`config.mk`:
```
export PLATFORM = sky130hd
export DESIGN_NAME = sv39ptw_pte_check
export DESIGN_NICKNAME = d
export VERILOG_FILES = /design/src/sv/sv39ptw_pkg.sv /design/src/sv/sv39ptw_pte_check.sv
export SDC_FILE = /design/constraint.sdc
export NUM_CORES = 1
export LEC_CHECK = 0
export ABC_AREA = 1
export BUFFER_PORTS_ARGS = -buffer_cell sky130_fd_sc_hd__clkbuf_2
export CORE_AREA = 2 2 105 107
export DETAILED_ROUTE_END_ITERATION = 10
export DIE_AREA = 0 0 107 109
export PLACE_DENSITY = 0.62
export SLEW_MARGIN = 15
export SYNTH_ARGS = -nofsm -noshare
export SYNTH_HDL_FRONTEND = slang
export SYNTH_SLANG_ARGS = --single-unit
```
`constraint.sdc`:
```
create_clock -name vclk -period 5.7
set_clock_uncertainty 0.15 [all_clocks]
set_input_delay 0.285 -clock vclk [all_inputs]
set_output_delay 0.285 -clock vclk [all_outputs]
set_load 0.05 [all_outputs]
```
`src/sv/sv39ptw_pkg.sv`:
```
// ----------------------------------------------------------------------------
// sv39ptw_pkg
// Types and constants shared by the Sv39 page table walker modules.
// ----------------------------------------------------------------------------
package sv39ptw_pkg;

    // Fixed Sv39 geometry.
    localparam int ENTRIES_PER_TABLE = 512;
    localparam int LEVELS            = 3;
    localparam int ENTRY_W           = 9;
    localparam int PPN_W             = 44;
    localparam int VA_W              = 39;
    localparam int PA_W              = 56;
    localparam int FLAG_W            = 10;
    localparam int PTE_W             = 64;
    localparam int STATUS_W          = 3;
    localparam int CFG_DATA_W        = 44;
    localparam int CFG_INDEX_W       = 2;
    localparam int ROOT_W            = 3;
    localparam int LIMIT_W           = 40;

    // Configuration register indexes.
    localparam logic [CFG_INDEX_W-1:0] CFG_ROOT_PAGE   = 2'd0;
    localparam logic [CFG_INDEX_W-1:0] CFG_TABLE_BASE  = 2'd1;
    localparam logic [CFG_INDEX_W-1:0] CFG_LIMIT_VA    = 2'd2;

    // Reset value of the virtual address limit (2^38).
    localparam logic [LIMIT_W-1:0] LIMIT_VA_RESET = 40'h40_0000_0000;

    // Input actions.
    localparam logic ACT_WRITE     = 1'b0;
    localparam logic ACT_TRANSLATE = 1'b1;

    // Result status codes.
    localparam logic [STATUS_W-1:0] ST_OK         = 3'd0;
    localparam logic [STATUS_W-1:0] ST_VA_RANGE   = 3'd1;
    localparam logic [STATUS_W-1:0] ST_INVALID    = 3'd2;
    localparam logic [STATUS_W-1:0] ST_NOT_USER   = 3'd3;
    localparam logic [STATUS_W-1:0] ST_PERM       = 3'd4;
    localparam logic [STATUS_W-1:0] ST_OUTSIDE    = 3'd5;

    // PTE flag bit positions.
    localparam int PTE_V   = 0;
    localparam int PTE_R   = 1;
    localparam int PTE_X   = 3;
    localparam int PTE_U   = 4;
    localparam int PTE_PPN_LSB = 10;

    // Outcome of checking one PTE.
    typedef struct packed {
        logic                fault;
        logic [STATUS_W-1:0] code;
    } check_t;

    // One result transaction.
    typedef struct packed {
        logic [PA_W-1:0]     page_address;
        logic [FLAG_W-1:0]   leaf_flags;
        logic [STATUS_W-1:0] status;
    } result_t;

    // Walk sequencer states, one-hot.
    typedef enum logic [4:0] {
        S_IDLE = 5'b00001,
        S_L2   = 5'b00010,
        S_L1   = 5'b00100,
        S_L0   = 5'b01000,
        S_DONE = 5'b10000
    } state_t;

endpackage

```
`src/sv/sv39ptw_pte_check.sv`:
```
// ----------------------------------------------------------------------------
// sv39ptw_pte_check
// Checks one PTE read from the store, either as a pointer to the next table
// or as the leaf, and maps a pointer's PPN to a store page.
// ----------------------------------------------------------------------------
module sv39ptw_pte_check
    import sv39ptw_pkg::*;
#(
    parameter int TABLE_PAGES = 8,
    parameter int PAGE_W      = 3
) (
    input  logic [PTE_W-1:0]  pte,
    input  logic [PPN_W-1:0]  table_base_ppn,
    input  logic              is_leaf,
    input  logic [2:0]        required_perm,
    input  logic              require_user,
    output check_t            check,
    output logic [PAGE_W-1:0] next_page
);

    logic [PPN_W-1:0] ppn;
    logic [PPN_W:0]   diff;
    logic             outside;

    // Pointer PPN relative to the store base; borrow means below the base.
    assign ppn     = pte[PTE_PPN_LSB +: PPN_W];
    assign diff    = {1'b0, ppn} - {1'b0, table_base_ppn};
    assign outside = diff[PPN_W] || (diff[PPN_W-1:0] >= PPN_W'(TABLE_PAGES));
    assign next_page = diff[PAGE_W-1:0];

    // Pointer checks at the upper levels, leaf checks at level zero.
    always_comb
    begin
        check.fault = 1'b0;
        check.code  = ST_OK;
        if (!pte[PTE_V])
        begin
            check.fault = 1'b1;
            check.code  = ST_INVALID;
        end
        else if (!is_leaf)
        begin
            if (outside)
            begin
                check.fault = 1'b1;
                check.code  = ST_OUTSIDE;
            end
        end
        else if (require_user && !pte[PTE_U])
        begin
            check.fault = 1'b1;
            check.code  = ST_NOT_USER;
        end
        else if ((pte[PTE_X:PTE_R] & required_perm) != required_perm)
        begin
            check.fault = 1'b1;
            check.code  = ST_PERM;
        end
    end

endmodule

```
==> impl_metrics.py <==
metrics = {
    "detailed_routing": {
        "wl_um": 11900,
        "drtIter0Drc": 261,
        "first_pass_iters": 5,
        "vias": 5093,
        "postRouteAntennaNets": 0,
        "drt-vias-per-instance": 4.54,
        "drcViolationCount": 0,
        "avgRoutedWirePerCell_um": 10.6,
    },
    "sta": {
        "slew_headroom_pct": 76.0,
        "rsz0062_at_grt": "false",
        "fin_tns_setup_ps": 0,
        "period_needed_ps": 3310,
        "setup_violations": 0,
        "tightestPinTransition_ps": 356,
        "clock.fmax_ghz": 0.302,
        "fin_crit_sh_pct": 58.0,
        "whs_ps": 801,
        "drv_slew": 0,
        "hold_viol_final": 0,
    },
    "global_routing": {
        "use_met1_pct": 26.6,
        "grt_pass1_vias": 4497,
        "antenna_found_initial": 0,
        "grt_pass1_wl_um": 19700,
        "grt_max_degree": 8,
        "grt.busiest_layer": "met2",
        "grt-ovfl-total": 0,
        "met2_usage_pct": 38.4,
        "grt_util_all_layers_pct": 20.5,
        "grt.met3_usage_pct": 0.658,
    },
    "power": {
        "switching_power_uw": 299,
        "seq_power_share_pct": 0,
        "p_leak_uw": 0.00331,
        "share_comb_of_total_power_pct": 100.0,
        "p_per_area_nw_per_um2": 97.2,
        "swShare_pct": 64.4,
        "clock_power_share_pct": 0,
        "p_int_uw": 166,
        "ir_worst_vdd_v": 0.0000628,
    },
    "logic_synthesis": {
        "yosysSeqAreaShare_pct": 0,
        "yosysTopAreaCell": "nand2_1",
        "syn-instance-count": 878,
        "avgSynthCellArea_um2": 4.65,
        "syn_area_um2": 4090,
        "yosysTopAreaCellShare_pct": 30.6,
        "synth_area_leaders": "nand2_1, inv_1, ha_1, nor2_1, nand3_1",
        "syn-num-nets": 1036,
        "ys_types": 28,
        "ys_warn_count": 0,
    },
    "final_layout": {
        "stdcell_count": 1123,
        "drive_gt1_share_pct": 15.0,
        "seq_area_um2": 0,
        "seq_cells": 0,
        "nNetsFinal": 1143,
        "diodes": 0,
        "clock_buffers": 0,
        "syn2layout_area_growth_pct": 17.1,
    },
    "floorplan": {
        "io_pins": 120,
        "rows": 38,
        "dieHeight_um": 109,
        "die-area_um2": 11700,
        "die_x_um": 107,
        "start_util_pct": 38.5,
        "core-area_um2": 10600,
    },
    "placement": {
        "dp_cells": 1123,
        "gp_congestion": 0.867,
        "detailed_place_hpwl_um": 10900,
        "numPortBuffers": 105,
    },
    "setup_path": {
        "required_ps": 5270,
        "crit_path_top_delay_cell": "fa_1",
        "critPathLaunch": "pte[10]",
        "timing.critical_path.to": "check[3]",
        "worst-path-max-fanout": 4,
        "path_cells": "clkbuf_2 -> inv_1 -> ha_1 -> fa_1 -> inv_1 -> nand3_1 -> nand2_2 -> nand3_1 -> nand3_2 -> nand2_1 -> nand2_1 -> nand2_1 -> nand2_1 -> nand3_1 -> nor2_1 -> nand3_1 -> nor2_2 -> nand3_2 -> nand2_1 -> nand2_1 -> clkbuf_2",
        "critPathKind": "input port to primary output",
        "arrival_ps": 2870,
        "start_kind": "input port",
        "path_common_cell": "nand2_1",
        "cp_slowest_stage_delay_ps": 410,
        "crit_buf_inv": 4,
        "critical-path-top-delay-family": "simple AND/OR/NAND/NOR gates",
        "path_depth": 21,
        "worstSetupEndpointType": "primary output",
    },
    "min_path": {
        "hp-class": "input port to primary output",
    },
    "clock_tree": {
        "cts_resized": 0,
        "post_cts_buffers": 0,
        "holdBufCountCts": 0,
    },
    "flow_run": {
        "maxCapViolCount": 0,
    },
    "status": {
        "outcome": "finished clean",
    },
}
-- final cells by class --
cell class,instances,area (µm²)
fillers,1275,5820
multi-input cells,648,3220
inverters,230,863
repair buffers,105,526
well taps,140,175
-- kinds of logic (layout without fill, tap and decap cells) --
family | count (synthesis) | after routing | synth area share, %
buffers and inverters | 230 | 335 | 21.1
adder cells (fa/ha/maj) | 45 | 45 | 14.0
AO/OA/AOI/OAI | 66 | 66 | 8.97
XOR/XNOR | 1 | 1 | 0.214
AND/OR/NAND/NOR | 536 | 536 | 55.7
-- per-layer routing --
| metal | part of all wire (%) | up-vias |
|---|---|---|
| met1 | 48 | 2116 |
| met3 | 4.4 | 12 |
| met5 | 0 | - |
| met2 | 47 | 117 |
| met4 | 1.3 | 0 |
| li1 | - | 2848 |
-- stage by stage --
step                      power (µW)  util, %  setup WS [ps]  area [µm²]
after global placement           461     45.1           2420        4790
after floorplan                  337        -           2430        4090
final                            465     45.1           2390        4790
after CTS                        465     45.1           2390        4790
after detailed placement         463     45.1           2400        4790
after global routing             531     45.1           2120        4790
-- placed cells by master, fill, tap and decap left out, types with 2 or more instances in the layout --
cell and count:
nand2_1 333, inv_1 225, clkbuf_2 105, nor2_1 87, nand3_1 49, ha_1 44, a21oi_1 39, nand2_2 20
nand4_1 11, o21ai_0 10, nor2_2 7, nand3_2 7, nand3b_1 7, nor3_1 7, inv_2 5, o21bai_1 5
a21o_1 4, and2_1 4, a31oi_1 3, a21boi_0 2
-- tightest hold or removal path, delay by kind of cell --
kind / cells / cell delay, ps
and+or+nand+nor: 1 / 50
buffers and inverters: 2 / 330
-- cells in the mapped netlist, types with 5 or more instances --
master	instances
nand2_1	333
ha_1	44
nand3_2	7
nor2_1	87
nand3_1	49
inv_2	5
inv_1	225
nor2_2	7
nand3b_1	7
o21bai_1	5
nand2_2	20
nor3_1	7
a21oi_1	39
nand4_1	11
o21ai_0	10
-- worst min-delay path by stage --
stage,startpoint,to,slack (ps),depth (start not counted)
CTS,pte[0],check[3],810,3
detailed placement,pte[0],check[3],800,3
global placement,pte[0],check[3],810,3
floorplan,pte[0],check[3],690,1
global route,pte[0],check[3],830,3
finish,pte[0],check[3],800,3
-- power groups by stage --
stage	clock (µW)	combinational, µW	sequential, µW
after detailed placement	0	463	0
final	0	465	0
after global placement	0	461	0
after floorplan	0	337	0
after global routing	0	531	0
after CTS	0	465	0
Power figures use the tool's default switching activity.
