==> src/sv/sv39ptw_pkg.sv <==
// ----------------------------------------------------------------------------
// sv39ptw_pkg
// Types and constants shared by the Sv39 page table walker modules.
// ----------------------------------------------------------------------------
package sv39ptw_pkg;

    // Fixed Sv39 geometry.
    localparam int ENTRIES_PER_TABLE = 512;
    localparam int LEVELS            = 3;
    localparam int ENTRY_W           = 9;
    localparam int PPN_W             = 44;
    localparam int VA_W              = 39;
    localparam int PA_W              = 56;
    localparam int FLAG_W            = 10;
    localparam int PTE_W             = 64;
    localparam int STATUS_W          = 3;
    localparam int CFG_DATA_W        = 44;
    localparam int CFG_INDEX_W       = 2;
    localparam int ROOT_W            = 3;
    localparam int LIMIT_W           = 40;

    // Configuration register indexes.
    localparam logic [CFG_INDEX_W-1:0] CFG_ROOT_PAGE   = 2'd0;
    localparam logic [CFG_INDEX_W-1:0] CFG_TABLE_BASE  = 2'd1;
    localparam logic [CFG_INDEX_W-1:0] CFG_LIMIT_VA    = 2'd2;

    // Reset value of the virtual address limit (2^38).
    localparam logic [LIMIT_W-1:0] LIMIT_VA_RESET = 40'h40_0000_0000;

    // Input actions.
    localparam logic ACT_WRITE     = 1'b0;
    localparam logic ACT_TRANSLATE = 1'b1;

    // Result status codes.
    localparam logic [STATUS_W-1:0] ST_OK         = 3'd0;
    localparam logic [STATUS_W-1:0] ST_VA_RANGE   = 3'd1;
    localparam logic [STATUS_W-1:0] ST_INVALID    = 3'd2;
    localparam logic [STATUS_W-1:0] ST_NOT_USER   = 3'd3;
    localparam logic [STATUS_W-1:0] ST_PERM       = 3'd4;
    localparam logic [STATUS_W-1:0] ST_OUTSIDE    = 3'd5;

    // PTE flag bit positions.
    localparam int PTE_V   = 0;
    localparam int PTE_R   = 1;
    localparam int PTE_X   = 3;
    localparam int PTE_U   = 4;
    localparam int PTE_PPN_LSB = 10;

    // Outcome of checking one PTE.
    typedef struct packed {
        logic                fault;
        logic [STATUS_W-1:0] code;
    } check_t;

    // One result transaction.
    typedef struct packed {
        logic [PA_W-1:0]     page_address;
        logic [FLAG_W-1:0]   leaf_flags;
        logic [STATUS_W-1:0] status;
    } result_t;

    // Walk sequencer states, one-hot.
    typedef enum logic [4:0] {
        S_IDLE = 5'b00001,
        S_L2   = 5'b00010,
        S_L1   = 5'b00100,
        S_L0   = 5'b01000,
        S_DONE = 5'b10000
    } state_t;

endpackage

==> src/sv/sv39ptw_out.sv <==
// ----------------------------------------------------------------------------
// sv39ptw_out
// Output register for result transactions, decoupling the walker from a
// stalled receiver.
// ----------------------------------------------------------------------------
module sv39ptw_out
    import sv39ptw_pkg::*;
(
    input  logic                clk,
    input  logic                rst_n,
    input  logic                load,
    input  result_t             result,
    output logic                ready,
    output logic                out_valid,
    input  logic                out_stall,
    output logic [PA_W-1:0]     page_address,
    output logic [FLAG_W-1:0]   leaf_flags,
    output logic [STATUS_W-1:0] status
);

    logic    out_valid_reg;
    logic    out_valid_next;
    result_t out_reg;

    // The register can take a result when empty or when it drains this cycle.
    assign ready = !out_valid_reg || !out_stall;

    always_comb
    begin
        out_valid_next = out_valid_reg;
        if (load)
        begin
            out_valid_next = 1'b1;
        end
        else if (!out_stall)
        begin
            out_valid_next = 1'b0;
        end
    end

    always_ff @(posedge clk or negedge rst_n)
    begin
        if (!rst_n)
        begin
            out_valid_reg <= 1'b0;
        end
        else
        begin
            out_valid_reg <= out_valid_next;
        end
    end

    // Payload holds while stalled.
    always_ff @(posedge clk)
    begin
        if (load)
        begin
            out_reg <= result;
        end
    end

    assign out_valid    = out_valid_reg;
    assign page_address = out_reg.page_address;
    assign leaf_flags   = out_reg.leaf_flags;
    assign status       = out_reg.status;

endmodule

==> config.mk <==
export PLATFORM = sky130hd
export DESIGN_NAME = sv39ptw_out
export DESIGN_NICKNAME = d
export VERILOG_FILES = /design/src/sv/sv39ptw_pkg.sv /design/src/sv/sv39ptw_out.sv
export SDC_FILE = /design/constraint.sdc
export NUM_CORES = 1
export LEC_CHECK = 0
export BUFFER_PORTS_ARGS = -buffer_cell sky130_fd_sc_hd__buf_2
export CELL_PAD_IN_SITES_DETAIL_PLACEMENT = 1
export CELL_PAD_IN_SITES_GLOBAL_PLACEMENT = 2
export CORE_ASPECT_RATIO = 1.2
export CORE_UTILIZATION = 28
export CTS_BUF_LIST = sky130_fd_sc_hd__clkbuf_8
export DETAILED_ROUTE_END_ITERATION = 12
export PLACE_DENSITY_LB_ADDON = 0.1
export SYNTH_ARGS = -nofsm -noshare
export SYNTH_HDL_FRONTEND = slang
export SYNTH_SLANG_ARGS = --single-unit
export TNS_END_PERCENT = 10
==> constraint.sdc <==
create_clock -name clk -period 0.91 [get_ports clk]
set_clock_uncertainty 0.05 [all_clocks]
set_input_delay 0.1365 -clock clk [delete_from_list [all_inputs] [get_ports clk]]
set_output_delay 0.1365 -clock clk [all_outputs]
set_load 0.05 [all_outputs]
==> results.ini, run 1 <==
[global_routing]
antenna_found_initial=0
grt_pass1_wl_mm=8.963
grt-ovfl-total=0
grt_usage_pct=16.18
grt_pass1_vias=1881
grt_start_max_net_pins=36

[sta]
rsz0062_at_grt=yes
slew_viol_final=0
period_needed_ns=1.158
setup_tns_ns=-11.84
layout_worst_path_cycle_share_pct=127.2
fmax_ghz=0.8636
setup_viol_count_final=71
finalHoldViolations=0
setup_ws_ns=-0.2480
slew_headroom_pct=87.21
worst_pin_slew_ns=0.1919

[worst_hold_path]
hold_depth=2
worst_hold_path.endpoint=out_valid
min_path_type=in -> reg
hp-start=out_stall

[yosys]
synth_async_sr_flop_share_pct=1.429
synth_edf_count=69
ys.flop_type=edfxtp_1
syn_area_mm2=0.002108
synth.most_common_cell=edfxtp_1
syn_nets=145
ys_seq_area_share_pct=99.47
yosys.area.top_type=edfxtp_1
synth_warnings=0
synth_area_per_cell_um2=29.28
synthCells=72
ys_ff_latch=70
yosys.cell_types.count=4
netlist.area_leader.share_pct=98.28
synth_common_cells=edfxtp_1 (69), a21o_1 (1), dfrtp_1 (1), nand2_1 (1)
ys_top_cells_by_area=edfxtp_1 (98%), dfrtp_1 (1.2%), a21o_1 (0.36%), nand2_1 (0.18%)

[critical_path]
cp.buffers_inverters=1
r2r_end=out_valid
r2r_slack_ns=0.16
crit_arrival_ns=0.97
critPathMaxStageDelay_ns=0.43
start_kind=register
rr_startpoint=out_valid
critPathTopFamily=flip-flops
endpoint_kind=output pin
required_ns=0.72
path_max_fanout=3
crit_chain=nand2_4 > buf_8
critical_path_class=reg -> out
reg2reg_depth=1
slowest_stage=dfrtp_2

[place]
gp_congestion=0.6188
dp_hpwl_mm=3.534
port_buffers=143

[route]
wl_mm=5.968
routed-wl-met3_um=437
wl_met1_mm=1.819
highest_layer=met4
drt-pass1-iter-count=4
viasPerCell=4.104
drc=0
routed-wl-met2_mm=3.604
num_vias=1613
ant_nets=0
drt-initial-drc-count=41
wire_per_inst_um=15.19

[run_status]
violations=negative setup slack
outcome=finished with violations

[job]
maxCapViolCount=0

[cts]
root_buffer=clkbuf_8
clkTransAtPathRegs_ns=0.07
cts.path.max_buffers=2
worstSkewPairLatency_ns=0.33
cts_setup_buffers=0
cts_num_sinks=70
holdBufCountCts=70
cts_buffers=9
htree_num_levels=3
tritoncts=yes

[floorplanning]
rows=34
coreArea_mm2=0.007274
io_pins=144
die_area_mm2=0.007882
die_w_um=81.21
start_util_pct=28.98
die_h_um=97.06

[layout]
antennaDiodeCount=0
area_delta_synth_final_pct=105.6
fillers=684
seqCellArea_mm2=0.002098
largest_reg_flops=56
final_nets=371
multi_input_area_um2=18.77
drive_gt1_share_pct=52.48

[power]
power_density_mw_per_mm2=1952
leakage_nw=1.828
ir_drop_mv=1.048
total_power_mw=8.460

-- cell usage in the layout (no fill, tap or decap), drive strengths merged --
| cell type | netlist | final |
|---|---|---|
| a21o | 1 | 1 |
| bufinv | 0 | 2 |
| clkbuf | 0 | 9 |
| dlygate4sd3 | 0 | 70 |
| buf | 0 | 145 |
| dfrtp | 1 | 1 |
| nand2 | 1 | 1 |
| inv | 0 | 1 |
| edfxtp | 69 | 69 |
| clkinv | 0 | 4 |
-- worst max-delay path by stage --
stage	from	endpoint	slack, ns	cells past startpoint
after floorplan	out_valid	ready	0.02	1
after global placement	out_valid	ready	0.02	2
after detailed placement	out_valid	ready	0.01	2
after CTS	out_valid	ready	-0.26	2
after global routing	out_valid	ready	-0.29	2
final	out_valid	ready	-0.25	2
-- logic make-up after synthesis --
group           after synthesis  synth area share, %
simple gates                  1               0.1779
compound gates                1               0.3562
flops                        70                99.47
-- through the flow --
stage	area (µm²)	std cells	utilization (%)	hold slack, ns	setup WS, ns
floorplan	2117	72	-	-0.2091	0.02085
global placement	2985	307	41.04	-0.1388	0.01629
detailed placement	2985	307	41.04	-0.1368	0.01156
CTS	4334	393	59.58	-0.01551	-0.2628
global route	4334	393	59.58	-0.004902	-0.2864
finish	4334	393	59.58	0.003657	-0.2480
-- layer usage --
layer,track usage [%],vias to the layer above
met5,0,-
met4,6.593,0
met3,5.540,11
met2,31.67,82
met1,14.02,778
li1,-,742
-- power breakdown --
part           internal, mW  switching (mW)  leakage [nW]
combinational         0.783            1.14          1.04
sequential             3.83           0.123         0.685
clock                  1.50            1.08         0.107
-- area by class of cell --
type / instances / area share, %
clock buffer: 9 / 2.858
multi-input combinational: 2 / 0.4330
sequential: 70 / 48.41
timing repair buffer: 215 / 43.85
clock inverter: 7 / 1.848
tap: 90 / 2.598
-- repair_timing --
| action | CTS | global route |
|---|---|---|
| resized for setup | 142 | 0 |
| pin swaps | 0 | 0 |
| endpoints found under the setup margin | 71 | 71 |
| hold endpoints to repair | 71 | 1 |
| gates cloned | 0 | 0 |
No activity file was read; power rests on OpenSTA's default activity.
==> inputs of run 2 (changes only) <==
--- a/config.mk
+++ b/config.mk
@@ -13,6 +13,7 @@
 export CTS_BUF_LIST = sky130_fd_sc_hd__clkbuf_8
 export DETAILED_ROUTE_END_ITERATION = 12
 export PLACE_DENSITY_LB_ADDON = 0.1
+export SETUP_SLACK_MARGIN = 0.05
 export SYNTH_ARGS = -nofsm -noshare
 export SYNTH_HDL_FRONTEND = slang
 export SYNTH_SLANG_ARGS = --single-unit
==> results.ini, run 2 (synthesis gave the netlist of run 1 again) <==
[run_status]
outcome=finished with violations  ; unchanged
violations=negative setup slack  ; unchanged

[worst_hold_path]
hp-start=out_stall  ; unchanged
min_path_type=in -> reg  ; unchanged
hold_depth=2  ; unchanged

[cts]
htree_num_levels=3  ; unchanged
cts.path.max_buffers=2  ; unchanged
cts_buffers=9  ; unchanged
tritoncts=yes  ; unchanged
cts_num_sinks=70  ; unchanged
root_buffer=clkbuf_8  ; unchanged
clkTransAtPathRegs_ns=0.07  ; about the same
worstSkewPairLatency_ns=0.33  ; about the same
cts_setup_buffers=0  ; unchanged

[critical_path]
rr_startpoint=out_valid  ; unchanged
critPathMaxStageDelay_ns=0.44  ; was 0.43 ns
reg2reg_depth=1  ; unchanged
crit_chain=nand2_4 > buf_8  ; unchanged
slowest_stage=dfrtp_2  ; unchanged
startpoint=out_valid  ; unchanged
start_kind=register  ; unchanged
endpoint_kind=output pin  ; unchanged
crit_arrival_ns=0.98  ; was 0.97 ns
path_max_fanout=3  ; unchanged
critical_path_class=reg -> out  ; unchanged
required_ns=0.72  ; about the same

[sta]
setup_ws_ns=-0.2519  ; was -0.2480 ns
slew_viol_final=0  ; unchanged
rsz0062_at_grt=yes  ; unchanged
setup_viol_count_final=71  ; unchanged
period_needed_ns=1.162  ; was 1.158 ns
fmax_ghz=0.8606  ; was 0.8636 GHz
finalHoldViolations=0  ; unchanged
setup_tns_ns=-11.81  ; was -11.84 ns
slew_headroom_pct=88.08  ; was 87.21%
layout_worst_path_cycle_share_pct=127.7  ; was 127.2%
worst_pin_slew_ns=0.1788  ; was 0.1919 ns
fin_hold_ws_ns=0.03366  ; was 0.003657 ns

[job]
maxCapViolCount=0  ; unchanged

[place]
dp_cells=308  ; was 307
port_buffers=143  ; unchanged
gp_congestion=0.6543  ; was 0.6188
dp_hpwl_mm=3.499  ; was 3.534 mm

[floorplanning]
io_pins=144  ; unchanged
coreArea_mm2=0.007274  ; unchanged
start_util_pct=28.98  ; unchanged
die_h_um=97.06  ; unchanged
rows=34  ; unchanged
die_w_um=81.21  ; unchanged
die_area_mm2=0.007882  ; unchanged

[layout]
drive_gt1_share_pct=53.29  ; was 52.48%
antennaDiodeCount=0  ; unchanged
final_nets=372  ; was 371
layout_commonest_cell=buf_2  ; unchanged
largest_reg_flops=56  ; unchanged
instances_no_fill=394  ; was 393
area_delta_synth_final_pct=104.2  ; was 105.6%
mostFrequentLayoutCells=buf_2 (72), dlygate4sd3_1 (70), edfxtp_1 (69), buf_6 (69), clkbuf_8 (9)  ; unchanged
utilization_pct=59.17  ; was 59.58%

[route]
ant_nets=0  ; unchanged
drt-initial-drc-count=35  ; was 41
drc=0  ; unchanged
viasPerCell=4.003  ; was 4.104
wl_mm=5.966  ; was 5.968 mm
num_vias=1577  ; was 1613
drt-pass1-iter-count=4  ; unchanged
wire_per_inst_um=15.14  ; was 15.19 µm

[global_routing]
antenna_found_initial=0  ; unchanged
grt_usage_pct=16.32  ; was 16.18%
grt-ovfl-total=0  ; unchanged
grt_pass1_wl_mm=8.983  ; was 8.963 mm
grt_start_max_net_pins=34  ; was 36
grt_pass1_vias=1895  ; was 1881

[power]
power_density_mw_per_mm2=1852  ; was 1952 mW/mm²
leakage_nw=1.814  ; was 1.828 nW
total_power_mw=7.973  ; was 8.460 mW
ir_drop_mv=1.013  ; was 1.048 mV

[run 2: per-stage QoR]
stage                     area, µm²  setup slack [ns]
after detailed placement       2993           0.01242
after floorplan                2117           0.02085
after CTS                      4304           -0.2690
final                          4304           -0.2519
after global placement         2993           0.02039
after global routing           4304           -0.3038
[run 2: power by group]
group	switching (mW)	leakage [nW]	internal [mW]
combinational	1.14	1.04	0.786
clock	1.13	0.0878	0.968
sequential	0.119	0.685	3.83
[run 2: layer usage]
metal | wire [µm] | GRT usage (%) | part of all wire [%] | vias to the layer above
met2 | 3537 | 31.48 | 59 | 87
met1 | 1886 | 13.73 | 32 | 736
met5 | 0 | 0 | 0 | -
met4 | 76 | 7.830 | 1.3 | 0
li1 | - | - | - | 745
met3 | 465 | 6.103 | 7.8 | 9
[run 2: final cells by class]
cell class / instances / area, µm²
fill: 675 / 2970
sequential: 70 / 2098
timing repair buffer: 216 / 1908
clock buffer: 9 / 123.9
tap: 90 / 112.6
clock inverter: 7 / 42.54
multi-input combinational: 2 / 18.77
[run 2: critical path: cells and delay by family, from the launching register on]
kind                   cells  cell delay [ns]
buffers and inverters      1             0.14
DFF                        1             0.44
and+or+nand+nor            1             0.07
[run 2: path summary, 6_finish.rpt]
kind / slack (ns) / endpoint
hold reg to reg: 0.51 / out_valid
min in group asynchronous: 0.06 / out_valid
max in group asynchronous: 0.65 / out_valid
setup / recovery: -0.25 / ready
hold / removal: 0.03 / out_valid
setup reg to reg: 0.15 / out_valid
[run 2: timing repair]
action | in CTS | in global routing
gates cloned | 0 | 0
resized for setup | 142 | 0
pin swaps | 0 | 0
endpoints found under the setup margin | 71 | 71
endpoints found under the hold margin | 70 | 0
hold buffers | 70 | 0
